File: config.mk
export PLATFORM = sky130hd
export DESIGN_NAME = sleep_wake_timer_queue
export DESIGN_NICKNAME = d
export VERILOG_FILES = /design/src/sv/swtq_pkg.sv /design/src/sv/sleep_wake_timer_queue.sv /design/src/sv/swtq_ctrl.sv /design/src/sv/swtq_dp.sv /design/src/sv/swtq_out.sv
export SDC_FILE = /design/constraint.sdc
export NUM_CORES = 2
export LEC_CHECK = 0
export ABC_AREA = 1
export ABC_CLOCK_PERIOD_IN_PS = 14600
export BUFFER_PORTS_ARGS = -buffer_cell sky130_fd_sc_hd__buf_2
export CAP_MARGIN = 20
export CELL_PAD_IN_SITES_DETAIL_PLACEMENT = 1
export CELL_PAD_IN_SITES_GLOBAL_PLACEMENT = 1
export CORE_AREA = 3 3 429 431
export CTS_CLUSTER_DIAMETER = 120
export DETAILED_ROUTE_END_ITERATION = 8
export DIE_AREA = 0 0 432 434
export PLACE_DENSITY_LB_ADDON = 0.3
export SLEW_MARGIN = 20
export SYNTH_ARGS = -nofsm -noshare
export SYNTH_HDL_FRONTEND = slang
export SYNTH_SLANG_ARGS = --single-unit
File: constraint.sdc
create_clock -name i_clk -period 14.6 [get_ports i_clk]
set_input_delay 4.38 -clock i_clk [delete_from_list [all_inputs] [get_ports i_clk]]
set_output_delay 4.38 -clock i_clk [all_outputs]
set_load 0.005 [all_outputs]
File: src/sv/swtq_pkg.sv
// ----------------------------------------------------------------------------
// swtq_pkg
// shared types and constants for the sleep/wake timer queue
// ----------------------------------------------------------------------------
package swtq_pkg;

    localparam int TICK_W = 64;
    localparam int MAX_BURST = 16;

    typedef enum logic [2:0] {
        ST_ACCEPTED = 3'd0,
        ST_IGNORED  = 3'd1,
        ST_FULL     = 3'd2,
        ST_WOKEN    = 3'd3,
        ST_NONE_DUE = 3'd4
    } t_status;

    typedef enum logic [2:0] {
        S_IDLE,
        S_SCAN,
        S_DECIDE,
        S_REMOVE,
        S_DONE
    } t_state;

    // controller to datapath
    typedef struct packed {
        logic load;     // capture input item, clear scan state
        logic tick;     // advance tick counter
        logic step;     // examine one slot
        logic insert;   // write new entry into free slot
        logic remove;   // release the best entry
        logic emit;     // drive one result
        logic emit_last;
        t_status emit_status;
    } t_cmd;

    // datapath to controller
    typedef struct packed {
        logic is_tick;
        logic bad_count;
        logic scan_end;
        logic have_free;
        logic have_best;
    } t_stat;

endpackage

File: src/sv/sleep_wake_timer_queue.sv
// ----------------------------------------------------------------------------
// sleep_wake_timer_queue
// hardware alarm-clock queue of sleeping threads with priority wake-up
// ----------------------------------------------------------------------------
// an item is taken when start is high and busy low. every item gives its
// results on o_valid, one cycle each, which the receiver cannot stall. a
// sleep request walks all QUEUE_DEPTH slots one per cycle (count of used
// slots, first free slot) and keeps busy high through the walk and the
// decision after it; its result then passes the result register and the
// output stage, and the next item is taken only once busy falls. a tick
// advances the counter and then repeats that walk once per released entry,
// picking the best due entry (highest priority, then earliest wake time,
// then latest request), at most 16 releases per tick. a woken result is held
// back in the output stage until the next release or the end of the burst.
// the burst closes with one more walk that finds nothing due plus a done
// step that flags the final result, or with just that done step after the
// sixteenth release. the walk over the slot registers, one comparator shared
// by all slots, sets the rate.
module sleep_wake_timer_queue #(
    parameter int QUEUE_DEPTH = 16
) (
    input  logic               i_clk,
    input  logic               i_rst_n,
    input  logic               start,
    output logic               busy,
    input  logic               i_action,
    input  logic [7:0]         i_thread_id,
    input  logic signed [31:0] i_sleep_ticks,
    input  logic [5:0]         i_priority_req,
    output logic               o_valid,
    output logic [2:0]         o_status,
    output logic [7:0]         o_woken_thread,
    output logic [5:0]         o_woken_priority,
    output logic               o_last,
    output logic [62:0]        o_tick_now
);
    import swtq_pkg::*;

    t_cmd  w_cmd;
    t_stat w_stat;
    logic        w_v, w_l;
    logic [2:0]  w_s;
    logic [7:0]  w_t;
    logic [5:0]  w_p;
    logic [62:0] w_k;

    swtq_ctrl u_ctrl (
        .i_clk   (i_clk),
        .i_rst_n (i_rst_n),
        .i_start (start),
        .o_busy  (busy),
        .i_stat  (w_stat),
        .o_cmd   (w_cmd)
    );

    swtq_dp #(.DEPTH(QUEUE_DEPTH)) u_dp (
        .i_clk            (i_clk),
        .i_rst_n          (i_rst_n),
        .i_action         (i_action),
        .i_thread_id      (i_thread_id),
        .i_sleep_ticks    (i_sleep_ticks),
        .i_priority_req   (i_priority_req),
        .i_cmd            (w_cmd),
        .o_stat           (w_stat),
        .o_valid          (w_v),
        .o_status         (w_s),
        .o_woken_thread   (w_t),
        .o_woken_priority (w_p),
        .o_last           (w_l),
        .o_tick_now       (w_k)
    );

    // holds each woken result back one step so the final one carries last
    swtq_out u_out (
        .i_clk      (i_clk),
        .i_rst_n    (i_rst_n),
        .i_valid    (w_v),
        .i_status   (w_s),
        .i_thread   (w_t),
        .i_priority (w_p),
        .i_last     (w_l),
        .i_tick     (w_k),
        .o_valid    (o_valid),
        .o_status   (o_status),
        .o_thread   (o_woken_thread),
        .o_priority (o_woken_priority),
        .o_last     (o_last),
        .o_tick     (o_tick_now)
    );

endmodule

File: src/sv/swtq_ctrl.sv
// ----------------------------------------------------------------------------
// swtq_ctrl
// sequencer: scan slots, then insert or release entries one at a time
// ----------------------------------------------------------------------------
module swtq_ctrl (
    input  logic             i_clk,
    input  logic             i_rst_n,
    input  logic             i_start,
    output logic             o_busy,
    input  swtq_pkg::t_stat  i_stat,
    output swtq_pkg::t_cmd   o_cmd
);
    import swtq_pkg::*;

    t_state r_state, n_state;
    logic [4:0] r_burst, n_burst;
    logic r_any, n_any;

    always_ff @(posedge i_clk) begin
        if (!i_rst_n) begin
            r_state <= S_IDLE;
            r_burst <= '0;
            r_any   <= 1'b0;
        end else begin
            r_state <= n_state;
            r_burst <= n_burst;
            r_any   <= n_any;
        end
    end

    always_comb begin
        n_state = r_state;
        n_burst = r_burst;
        n_any   = r_any;
        unique case (r_state)
            S_IDLE: begin
                if (i_start) begin
                    n_state = S_SCAN;
                    n_burst = '0;
                    n_any   = 1'b0;
                end
            end
            S_SCAN: begin
                if (i_stat.scan_end) n_state = S_DECIDE;
            end
            S_DECIDE: begin
                if (!i_stat.is_tick) n_state = S_IDLE;
                else if (i_stat.have_best) n_state = S_REMOVE;
                else n_state = S_DONE;
            end
            S_REMOVE: begin
                n_burst = r_burst + 5'd1;
                n_any   = 1'b1;
                n_state = (r_burst == 5'(MAX_BURST - 1)) ? S_DONE : S_SCAN;
            end
            S_DONE: n_state = S_IDLE;
            default: n_state = S_IDLE;
        endcase
    end

    always_comb begin
        o_busy = (r_state != S_IDLE);
        o_cmd = '0;
        o_cmd.emit_status = ST_ACCEPTED;
        unique case (r_state)
            S_IDLE: begin
                o_cmd.load = i_start;
                o_cmd.tick = i_start;
            end
            S_SCAN: o_cmd.step = 1'b1;
            S_DECIDE: begin
                if (!i_stat.is_tick) begin
                    o_cmd.emit = 1'b1;
                    o_cmd.emit_last = 1'b1;
                    if (i_stat.bad_count) o_cmd.emit_status = ST_IGNORED;
                    else if (!i_stat.have_free) o_cmd.emit_status = ST_FULL;
                    else begin
                        o_cmd.emit_status = ST_ACCEPTED;
                        o_cmd.insert = 1'b1;
                    end
                end
            end
            S_REMOVE: begin
                o_cmd.remove = 1'b1;
                o_cmd.emit = 1'b1;
                o_cmd.emit_status = ST_WOKEN;
            end
            S_DONE: begin
                // close the burst: flush the held woken result or report nothing due
                o_cmd.emit = 1'b1;
                o_cmd.emit_last = 1'b1;
                o_cmd.emit_status = r_any ? ST_WOKEN : ST_NONE_DUE;
            end
            default: ;
        endcase
    end

endmodule

File: src/sv/swtq_dp.sv
// ----------------------------------------------------------------------------
// swtq_dp
// slot storage, tick counter and one-slot-a-cycle comparison datapath
// ----------------------------------------------------------------------------
module swtq_dp #(
    parameter int DEPTH = 16
) (
    input  logic                          i_clk,
    input  logic                          i_rst_n,
    input  logic                          i_action,
    input  logic [7:0]                    i_thread_id,
    input  logic signed [31:0]            i_sleep_ticks,
    input  logic [5:0]                    i_priority_req,
    input  swtq_pkg::t_cmd                i_cmd,
    output swtq_pkg::t_stat               o_stat,
    output logic                          o_valid,
    output logic [2:0]                    o_status,
    output logic [7:0]                    o_woken_thread,
    output logic [5:0]                    o_woken_priority,
    output logic                          o_last,
    output logic [62:0]                   o_tick_now
);
    import swtq_pkg::*;

    localparam int IW = (DEPTH > 1) ? $clog2(DEPTH) : 1;
    localparam int CW = $clog2(DEPTH + 1);

    logic [TICK_W-1:0] r_tick;
    logic [DEPTH-1:0]  r_valid;
    logic [7:0]        r_thr [DEPTH];
    logic [TICK_W-1:0] r_wake [DEPTH];
    logic [5:0]        r_pri [DEPTH];
    logic [CW-1:0]     r_ord [DEPTH];

    logic              r_act;
    logic [7:0]        r_in_thr;
    logic [31:0]       r_in_cnt;
    logic [5:0]        r_in_pri;

    logic [CW-1:0]     r_idx;      // scan position
    logic [CW-1:0]     r_used;
    logic              r_have_free;
    logic [IW-1:0]     r_free;
    logic              r_have_best;
    logic [IW-1:0]     r_best;
    logic [5:0]        r_bpri;
    logic [TICK_W-1:0] r_bwake;
    logic [CW-1:0]     r_bord;
    logic [7:0]        r_bthr;

    logic [IW-1:0]     w_i;
    logic              w_due, w_better;
    logic [TICK_W:0]   w_sum;
    logic [TICK_W-1:0] w_new_wake;

    assign w_i = r_idx[IW-1:0];
    assign w_due = r_valid[w_i] && (r_wake[w_i] <= r_tick);
    always_comb begin
        if (r_pri[w_i] != r_bpri) w_better = r_pri[w_i] > r_bpri;
        else if (r_wake[w_i] != r_bwake) w_better = r_wake[w_i] < r_bwake;
        else w_better = r_ord[w_i] > r_bord;
    end

    assign w_sum = {1'b0, r_tick} + {{(TICK_W - 31){1'b0}}, r_in_cnt};
    assign w_new_wake = w_sum[TICK_W] ? '1 : w_sum[TICK_W-1:0];

    assign o_stat.is_tick   = r_act;
    assign o_stat.bad_count = (r_in_cnt == '0) || r_in_cnt[31];
    assign o_stat.scan_end  = (r_idx == CW'(DEPTH - 1));
    assign o_stat.have_free = r_have_free;
    assign o_stat.have_best = r_have_best;

    // control state
    always_ff @(posedge i_clk) begin
        if (!i_rst_n) begin
            r_tick  <= '0;
            r_valid <= '0;
            o_valid <= 1'b0;
        end else begin
            o_valid <= i_cmd.emit;
            if (i_cmd.tick && i_action) r_tick <= r_tick + 1'b1;
            if (i_cmd.insert) r_valid[r_free] <= 1'b1;
            if (i_cmd.remove) r_valid[r_best] <= 1'b0;
        end
    end

    // payload and scan registers
    always_ff @(posedge i_clk) begin
        if (i_cmd.load) begin
            r_act    <= i_action;
            r_in_thr <= i_thread_id;
            r_in_cnt <= i_sleep_ticks;
            r_in_pri <= i_priority_req;
        end
        if (i_cmd.load || i_cmd.remove) begin
            r_idx <= '0;
            r_used <= '0;
            r_have_free <= 1'b0;
            r_free <= '0;
            r_have_best <= 1'b0;
            r_best <= '0;
        end else if (i_cmd.step) begin
            r_idx <= r_idx + 1'b1;
            if (r_valid[w_i]) r_used <= r_used + 1'b1;
            else if (!r_have_free) begin
                r_have_free <= 1'b1;
                r_free <= w_i;
            end
            if (w_due && (!r_have_best || w_better)) begin
                r_have_best <= 1'b1;
                r_best  <= w_i;
                r_bpri  <= r_pri[w_i];
                r_bwake <= r_wake[w_i];
                r_bord  <= r_ord[w_i];
                r_bthr  <= r_thr[w_i];
            end
        end
        if (i_cmd.insert) begin
            r_thr[r_free]  <= r_in_thr;
            r_wake[r_free] <= w_new_wake;
            r_pri[r_free]  <= r_in_pri;
            r_ord[r_free]  <= r_used;
        end
        if (i_cmd.remove) begin
            for (int k = 0; k < DEPTH; k++)
                if (r_valid[k] && r_ord[k] > r_bord) r_ord[k] <= r_ord[k] - 1'b1;
        end
    end

    // result register; the output stage decides which woken result is last
    always_ff @(posedge i_clk) begin
        if (i_cmd.emit) begin
            o_status   <= i_cmd.emit_status;
            o_last     <= i_cmd.emit_last;
            o_tick_now <= r_tick[62:0];
            if (i_cmd.remove) begin
                o_woken_thread   <= r_bthr;
                o_woken_priority <= r_bpri;
            end else if (i_cmd.emit_status == ST_NONE_DUE) begin
                o_woken_thread   <= '0;
                o_woken_priority <= '0;
            end else begin
                o_woken_thread   <= r_in_thr;
                o_woken_priority <= r_in_pri;
            end
        end
    end

endmodule

File: src/sv/swtq_out.sv
// ----------------------------------------------------------------------------
// swtq_out
// one-deep hold stage so that the last woken result can be flagged
// ----------------------------------------------------------------------------
module swtq_out (
    input  logic        i_clk,
    input  logic        i_rst_n,
    input  logic        i_valid,
    input  logic [2:0]  i_status,
    input  logic [7:0]  i_thread,
    input  logic [5:0]  i_priority,
    input  logic        i_last,
    input  logic [62:0] i_tick,
    output logic        o_valid,
    output logic [2:0]  o_status,
    output logic [7:0]  o_thread,
    output logic [5:0]  o_priority,
    output logic        o_last,
    output logic [62:0] o_tick
);
    import swtq_pkg::*;

    logic        r_hv;
    logic [2:0]  r_st;
    logic [7:0]  r_th;
    logic [5:0]  r_pr;
    logic [62:0] r_tk;

    // a woken result without last is a release, with last it is the closing marker
    always_ff @(posedge i_clk) begin
        if (!i_rst_n) begin
            r_hv    <= 1'b0;
            o_valid <= 1'b0;
        end else begin
            o_valid <= 1'b0;
            if (i_valid) begin
                if (i_status == ST_WOKEN && !i_last) begin
                    // new release: flush the previous one as not last
                    o_valid <= r_hv;
                    r_hv    <= 1'b1;
                end else begin
                    o_valid <= 1'b1;
                    r_hv    <= 1'b0;
                end
            end
        end
    end

    always_ff @(posedge i_clk) begin
        if (i_valid) begin
            if (i_status == ST_WOKEN) begin
                o_status   <= r_st;
                o_thread   <= r_th;
                o_priority <= r_pr;
                o_last     <= i_last;
                o_tick     <= r_tk;
                if (!i_last) begin
                    r_st <= i_status;
                    r_th <= i_thread;
                    r_pr <= i_priority;
                    r_tk <= i_tick;
                end
            end else begin
                o_status   <= i_status;
                o_thread   <= i_thread;
                o_priority <= i_priority;
                o_last     <= i_last;
                o_tick     <= i_tick;
            end
        end
    end

endmodule

# --- After elaboration in Yosys (flattened, before gate mapping) ---
# Memory sizes are Yosys's and may differ from the RTL's. A register that Yosys moved wholly into a read port is not among the register bits.
# Cells that the tools add are included.
word_totals:
  elab_cells: 251
  in_bits: 50
  regBits: 476
  output_inout_bits: 83
  mem_count: 4
  mem_bits_rw: 1328
classes:
  eq_ne: 12
  n_reduce_logical: 42
  add_sub_neg: 21
  bitwise_logic: 7
  mux: 105
  magnitude_cmp: 25
mem_list:
  columns: ["name", "depth", "word_bits", "rd", "rd_clocked_by_memory_dff", "wr", "line", "text"]
  rows:
  - ["u_dp.r_wake", 16, 64, 1, 1, 1, "swtq_dp.sv:31", "logic [TICK_W-1:0] r_wake [DEPTH];"]
  - ["u_dp.r_thr", 16, 8, 1, 1, 1, "swtq_dp.sv:30", "logic [7:0] r_thr [DEPTH];"]
  - ["u_dp.r_pri", 16, 6, 1, 1, 1, "swtq_dp.sv:32", "logic [5:0] r_pri [DEPTH];"]
  - ["u_dp.r_ord", 16, 5, 17, 1, 16, "swtq_dp.sv:33", "logic [CW-1:0] r_ord [DEPTH];"]
op_table:
  columns: ["operator", "count"]
  rows:
  - ["> comparator 5 bit", 17]
  - ["subtractor 5 x 1 -> 5 bit, second input constant", 16]
  - ["adder 64 x 32 -> 65 bit", 1]
  - ["2-to-1 mux 1 bit", 65]
  - ["adder 64 x 1 -> 64 bit, second input constant", 1]
  - ["<= comparator 64 bit", 1]
  - ["< comparator 64 bit", 1]
  - ["2-to-1 mux 64 bit", 1]
  - ["!= test 64 bit", 1]
  - ["2-to-1 mux 63 bit", 1]
  - ["2-to-1 mux 16 bit", 3]
  - ["zero test 32 bit", 1]
  - ["2-to-1 mux 4 bit", 7]
  - ["2-to-1 mux 8 bit", 3]
  - ["logical AND 1 bit", 22]
  - ["2-to-1 mux 3 bit", 7]
  - ["2-to-1 mux 6 bit", 3]
  - ["bitwise AND 16 bit", 1]
  - ["NOT 16 bit", 1]
  - ["OR 16 bit", 1]
  - ["adder 5 x 1 -> 5 bit, second input constant", 3]
  - ["< comparator 4 x 5 -> 1 bit, second input constant", 3]
  - ["2-to-1 mux 5 bit", 3]
  - ["one-hot mux 3 bit (4 select lines)", 1]
  - ["other kinds (25)", 48]

# --- Longest topological paths before layout ---
depth:
  depth_word: 9
  mapped_depth: 30
  depth_no_buf: 27

# --- Hierarchy ---
# Synthesis repeated with hierarchy kept, for this count alone.
hier_totals:
  cells_unflattened: 6764
  area_unflattened_um2: 80674.9
modules_own_cells:
  columns: ["module", "cells_each", "n_inst", "seq_area_each_um2", "area_each_um2"]
  rows:
  - ["swtq_dp", 6247, 1, 48316.3, 74191.2]
  - ["swtq_out", 434, 1, 4874.7, 5929.4]
  - ["swtq_ctrl", 83, 1, 180.2, 554.3]

# --- Worst setup path before layout ---
# Ideal clock, no wire load.
synth_timing:
  path_type: "register to register"
  from: "register u_dp.o_valid"
  to: "register u_out.r_pr[0], enable pin"
  arrival_ps: 7865
  synth_period_minus_slack_ps: 8484
  stages_incl_launch_ff: 3
  required_time_ps: 13981
  setup_slack_ps: 6116
  setup_time_ps: 619
  path_buffers: 0
  path_cell_list: "dfxtp_1 inv_1 nor3_1"
synth_via:
  elab_chain_len: 1
synth_lines:
  columns: ["item", "line", "text"]
  rows:
  - ["start, declared", "swtq_dp.sv:16", "output logic o_valid,"]
  - ["start signal, assigned", "swtq_dp.sv:80", "o_valid <= i_cmd.emit;"]
  - ["AND reduction 3 bit (no source line)", null, null]
  - ["end signal, assigned", "swtq_out.sv:60", "r_pr <= i_priority;"]
  - ["end, declared", "swtq_out.sv:26", "logic [5:0] r_pr;"]
# Every way passes these cells.
# A chain may end at the register's enable or synchronous reset.

==> impl_metrics.csv <==
group,metric,value,unit
cts,clkSinkCount,1816,
placed_design,gpl.final_weighted_congestion,0.9681,
cts,cts_resized,0,
hold_path,hold_path.class,"flop to flop",
yosys,yosys_warnings,0,
floorplanning,pin_count,133,
worst_setup_path,critical_path.n_buffers_inverters,4,
cells_and_area,num-fill-cells,18630,
worst_setup_path,critical-path-max-stage-delay,0.95,ns
cells_and_area,finalInstanceArea,90540,µm²
floorplanning,initial_utilization,44.85,%
worst_setup_path,critPathMostFrequentCell,"sky130_fd_sc_hd__nand2_1",
detailed_routing,vias_per_cell,5.942,
sta,final_period_minus_worst_setup_slack,7.474,ns
cts,clk_root_buffer_cell,"sky130_fd_sc_hd__clkbuf_16",
yosys,syn_area_per_cell,11.80,µm²
placed_design,dpl_worst_slack,7.267,ns
sta,fin_hold_ws,0.4497,ns
grt,grt_pass1_wl,380400,µm
outcome,result_of_the_run,"completed",
yosys,area_of_the_mapped_netlist,80970,µm²
sta,post-route-worst-setup-slack,7.126,ns
cts,tritoncts.num_buffers,191,
placed_design,hpwl_after_detailed_placement,162800,µm
yosys,synthDistinctLibCells,55,
sta,worst-slew-pin-transition,1.166,ns
cells_and_area,area.growth.synth_to_final,11.82,%
cts,cts_tree,"built",
sta,slew_limit_fails,0,
cells_and_area,finish.utilization,50.15,%
grt,grt_pass1_vias,58130,
pwr,leakagePower,32.32,nW
placed_design,number_of_buffers_added_on_ports,132,
sta,clock.fmax,133.8,MHz
floorplanning,core_area,180500,µm²
flow_run,maxCapViolations,0,
floorplanning,die-height,434,µm
sta,unrepaired_setup_endpoints_after_global_routing,"false",
grt,globalRouteTotalUtil,27.29,%
grt,grt.overflow.total,0,
sta,fin_setup_tns,0,ns
grt,grt_max_degree,209,
cells_and_area,final_net_count,7277,
sta,timing.clock.skew,0.04583,ns
worst_setup_path,crit_path_top_delay_cell,"sky130_fd_sc_hd__dfxtp_4",
placed_design,place_area,84150,µm²
sta,timing.final.hold_violations,0,
detailed_routing,dr.pass1.iters,5,
cells_and_area,seqCellArea,53390,µm²
cts,cts_htree_levels,4,
cells_and_area,layout_commonest_cell,"sky130_fd_sc_hd__edfxtp_1",
detailed_routing,wire_per_inst,27.47,µm
yosys,synth-seq-cells,1816,
yosys,nets_in_the_synthesized_netlist,7185,
worst_setup_path,setup.worst_path.start_class,"flop",
worst_setup_path,data_arrival_time_at_the_worst_slack_endpoint,7.95,ns
detailed_routing,route.vias.total,56370,
pwr,p_per_area,159.1,nW/µm²
cells_and_area,layout.cells.most_common_list,"sky130_fd_sc_hd__edfxtp_1, sky130_fd_sc_hd__nand2_1, sky130_fd_sc_hd__inv_1",
sta,post-route-period-util,51.19,%
detailed_routing,drc,0,
yosys,synth_async_sr_flop_share,0,%
yosys,number_of_enable_type_register_cells_in_the_synthesized_netlist,1700,
yosys,yosysSeqAreaShare,65.92,%
pwr,peakVddDrop,0.1184,mV
floorplanning,die_area,187500,µm²
floorplanning,floorplan.rows,156,
worst_setup_path,cp_data_required_time,15.08,ns
cts,cts.clk_slew.worst_paths,0.06,ns
worst_setup_path,kind_of_cell_adding_the_most_delay_to_the_critical_path,"buffers and inverters",
detailed_routing,wirelength,260600,µm
yosys,synth_ff_type,"sky130_fd_sc_hd__edfxtp_1",
cts,max-clock-path-buffers,3,
floorplanning,die_w,432,µm
grt,antenna_found_initial,8,
cts,hold_buffers,0,
worst_setup_path,timing.setup.critical_path_class,"flop to flop",
worst_setup_path,timing.critical_path.fanout_max,180,
cts,clock_insertion_delay_worst_skew,0.86,ns
yosys,synthesis.instances,6861,
cells_and_area,post_route_cells_drive_above_1_share,7.999,%
cts,cts_setup_buffers,0,
worst_setup_path,worstPathCellList,"buf_4 > buf_12 > a21oi_1 > o21ai_0 > o21ai_0 > o211ai_1 > nand2_1 > ha_1 > nand2_1 > nor2_1 > nand4_1 > nor3_1 > nand4_1 > a21oi_2 > nand2_1 > inv_4 > buf_4",
cells_and_area,multi_input_area,23700,µm²
sta,setup_viol_count_final,0,
detailed_routing,drtAntennaViolNets,0,
detailed_routing,drc_violation_total_after_the_first_tritonroute_iteration,5693,
sta,slew-limit-headroom,21.46,%
worst_setup_path,critical_path.endpoint_type,"flop",
metrics by stage:
step	cells	power, mW
floorplan	6861	8.361
global placement	9128	9.306
detailed placement	9128	9.493
CTS	9481	14.45
global route	9483	15.05
finish	9487	14.41
layout make-up:
cell class,instances,area share (%)
multi-input cells,3999,26.18
flip-flops and latches,1816,58.97
clock buffers,240,5.633
inverters,731,3.072
clock inverters,113,1.363
repair buffers,214,1.495
well taps,2370,3.275
diodes,4,0.01106
sequential cells by signal, indices dropped and copies added (netlist names), 6 cells and up, named ones only:
signal,count
u_dp.o_tick_now,63
u_dp.o_woken_priority,6
u_dp.o_woken_thread,8
u_dp.r_bpri,6
u_dp.r_bthr,8
u_dp.r_bwake,64
u_dp.r_in_cnt,32
u_dp.r_in_pri,6
u_dp.r_in_thr,8
u_dp.r_ord,80
u_dp.r_pri,96
u_dp.r_thr,128
u_dp.r_tick,64
u_dp.r_valid,16
u_dp.r_wake,1024
u_out.o_priority,6
u_out.o_thread,8
u_out.o_tick,63
u_out.r_pr,6
u_out.r_th,8
u_out.r_tk,63
cell usage after synthesis, types with 23 or more instances:
master                        n  area share (%)
sky130_fd_sc_hd__edfxtp_1  1700              63
sky130_fd_sc_hd__nand2_1    959             4.4
sky130_fd_sc_hd__inv_1      723             3.4
sky130_fd_sc_hd__o21ai_0    641             4.0
sky130_fd_sc_hd__a21oi_1    562             3.5
sky130_fd_sc_hd__nor2_1     316             1.5
sky130_fd_sc_hd__o211ai_1   288             2.7
sky130_fd_sc_hd__mux2i_1    284             3.5
sky130_fd_sc_hd__ha_1       273             4.2
sky130_fd_sc_hd__nand3_1    247             1.5
sky130_fd_sc_hd__clkbuf_1   227             1.1
sky130_fd_sc_hd__dfxtp_1    116             2.9
sky130_fd_sc_hd__nor3_1      84            0.52
sky130_fd_sc_hd__xor2_1      58            0.63
sky130_fd_sc_hd__nand4_1     52            0.40
sky130_fd_sc_hd__buf_2       45            0.28
sky130_fd_sc_hd__buf_1       43            0.20
sky130_fd_sc_hd__o221ai_1    37            0.40
sky130_fd_sc_hd__xnor2_1     32            0.35
sky130_fd_sc_hd__o22ai_1     23            0.18
per-layer routing:
metal  vias up  wire (µm)  GRT usage (%)
met2      2060     125300          45.57
met5         -         34              0
met4         6       8732          9.370
met1     28940     109500          36.70
met3       479      17010          3.779
li1      24880          -              -
kinds of logic after synthesis:
| kind of cell | share of synthesized area, % |
|---|---|
| XOR/XNOR | 0.9735 |
| buffers and inverters | 4.919 |
| multiplexers | 3.511 |
| AO/OA/AOI/OAI | 11.37 |
| flip-flops | 65.92 |
| adder cells (fa/ha/maj) | 4.243 |
| AND/OR/NAND/NOR | 9.071 |
path summary, 6_finish.rpt:
check | slack [ns] | to | startpoint | depth (start not counted)
setup / recovery | 7.13 | u_dp.r_bwake[22] | flop | 17
hold / removal | 0.45 | u_out.r_tk[36] | u_dp.o_tick_now[36] | 0
setup reg to reg | 7.13 | u_dp.r_bwake[22] | flop | 17
hold reg to reg | 0.45 | u_out.r_tk[36] | u_dp.o_tick_now[36] | 0
power breakdown:
part	leakage (nW)	internal, mW	switching, mW
clock network	3.08	2.84	2.11
logic	13.0	1.04	2.30
registers	16.3	5.96	0.157
total	32.3	9.84	4.57
Note: power is estimated with default switching activity, not from simulation.
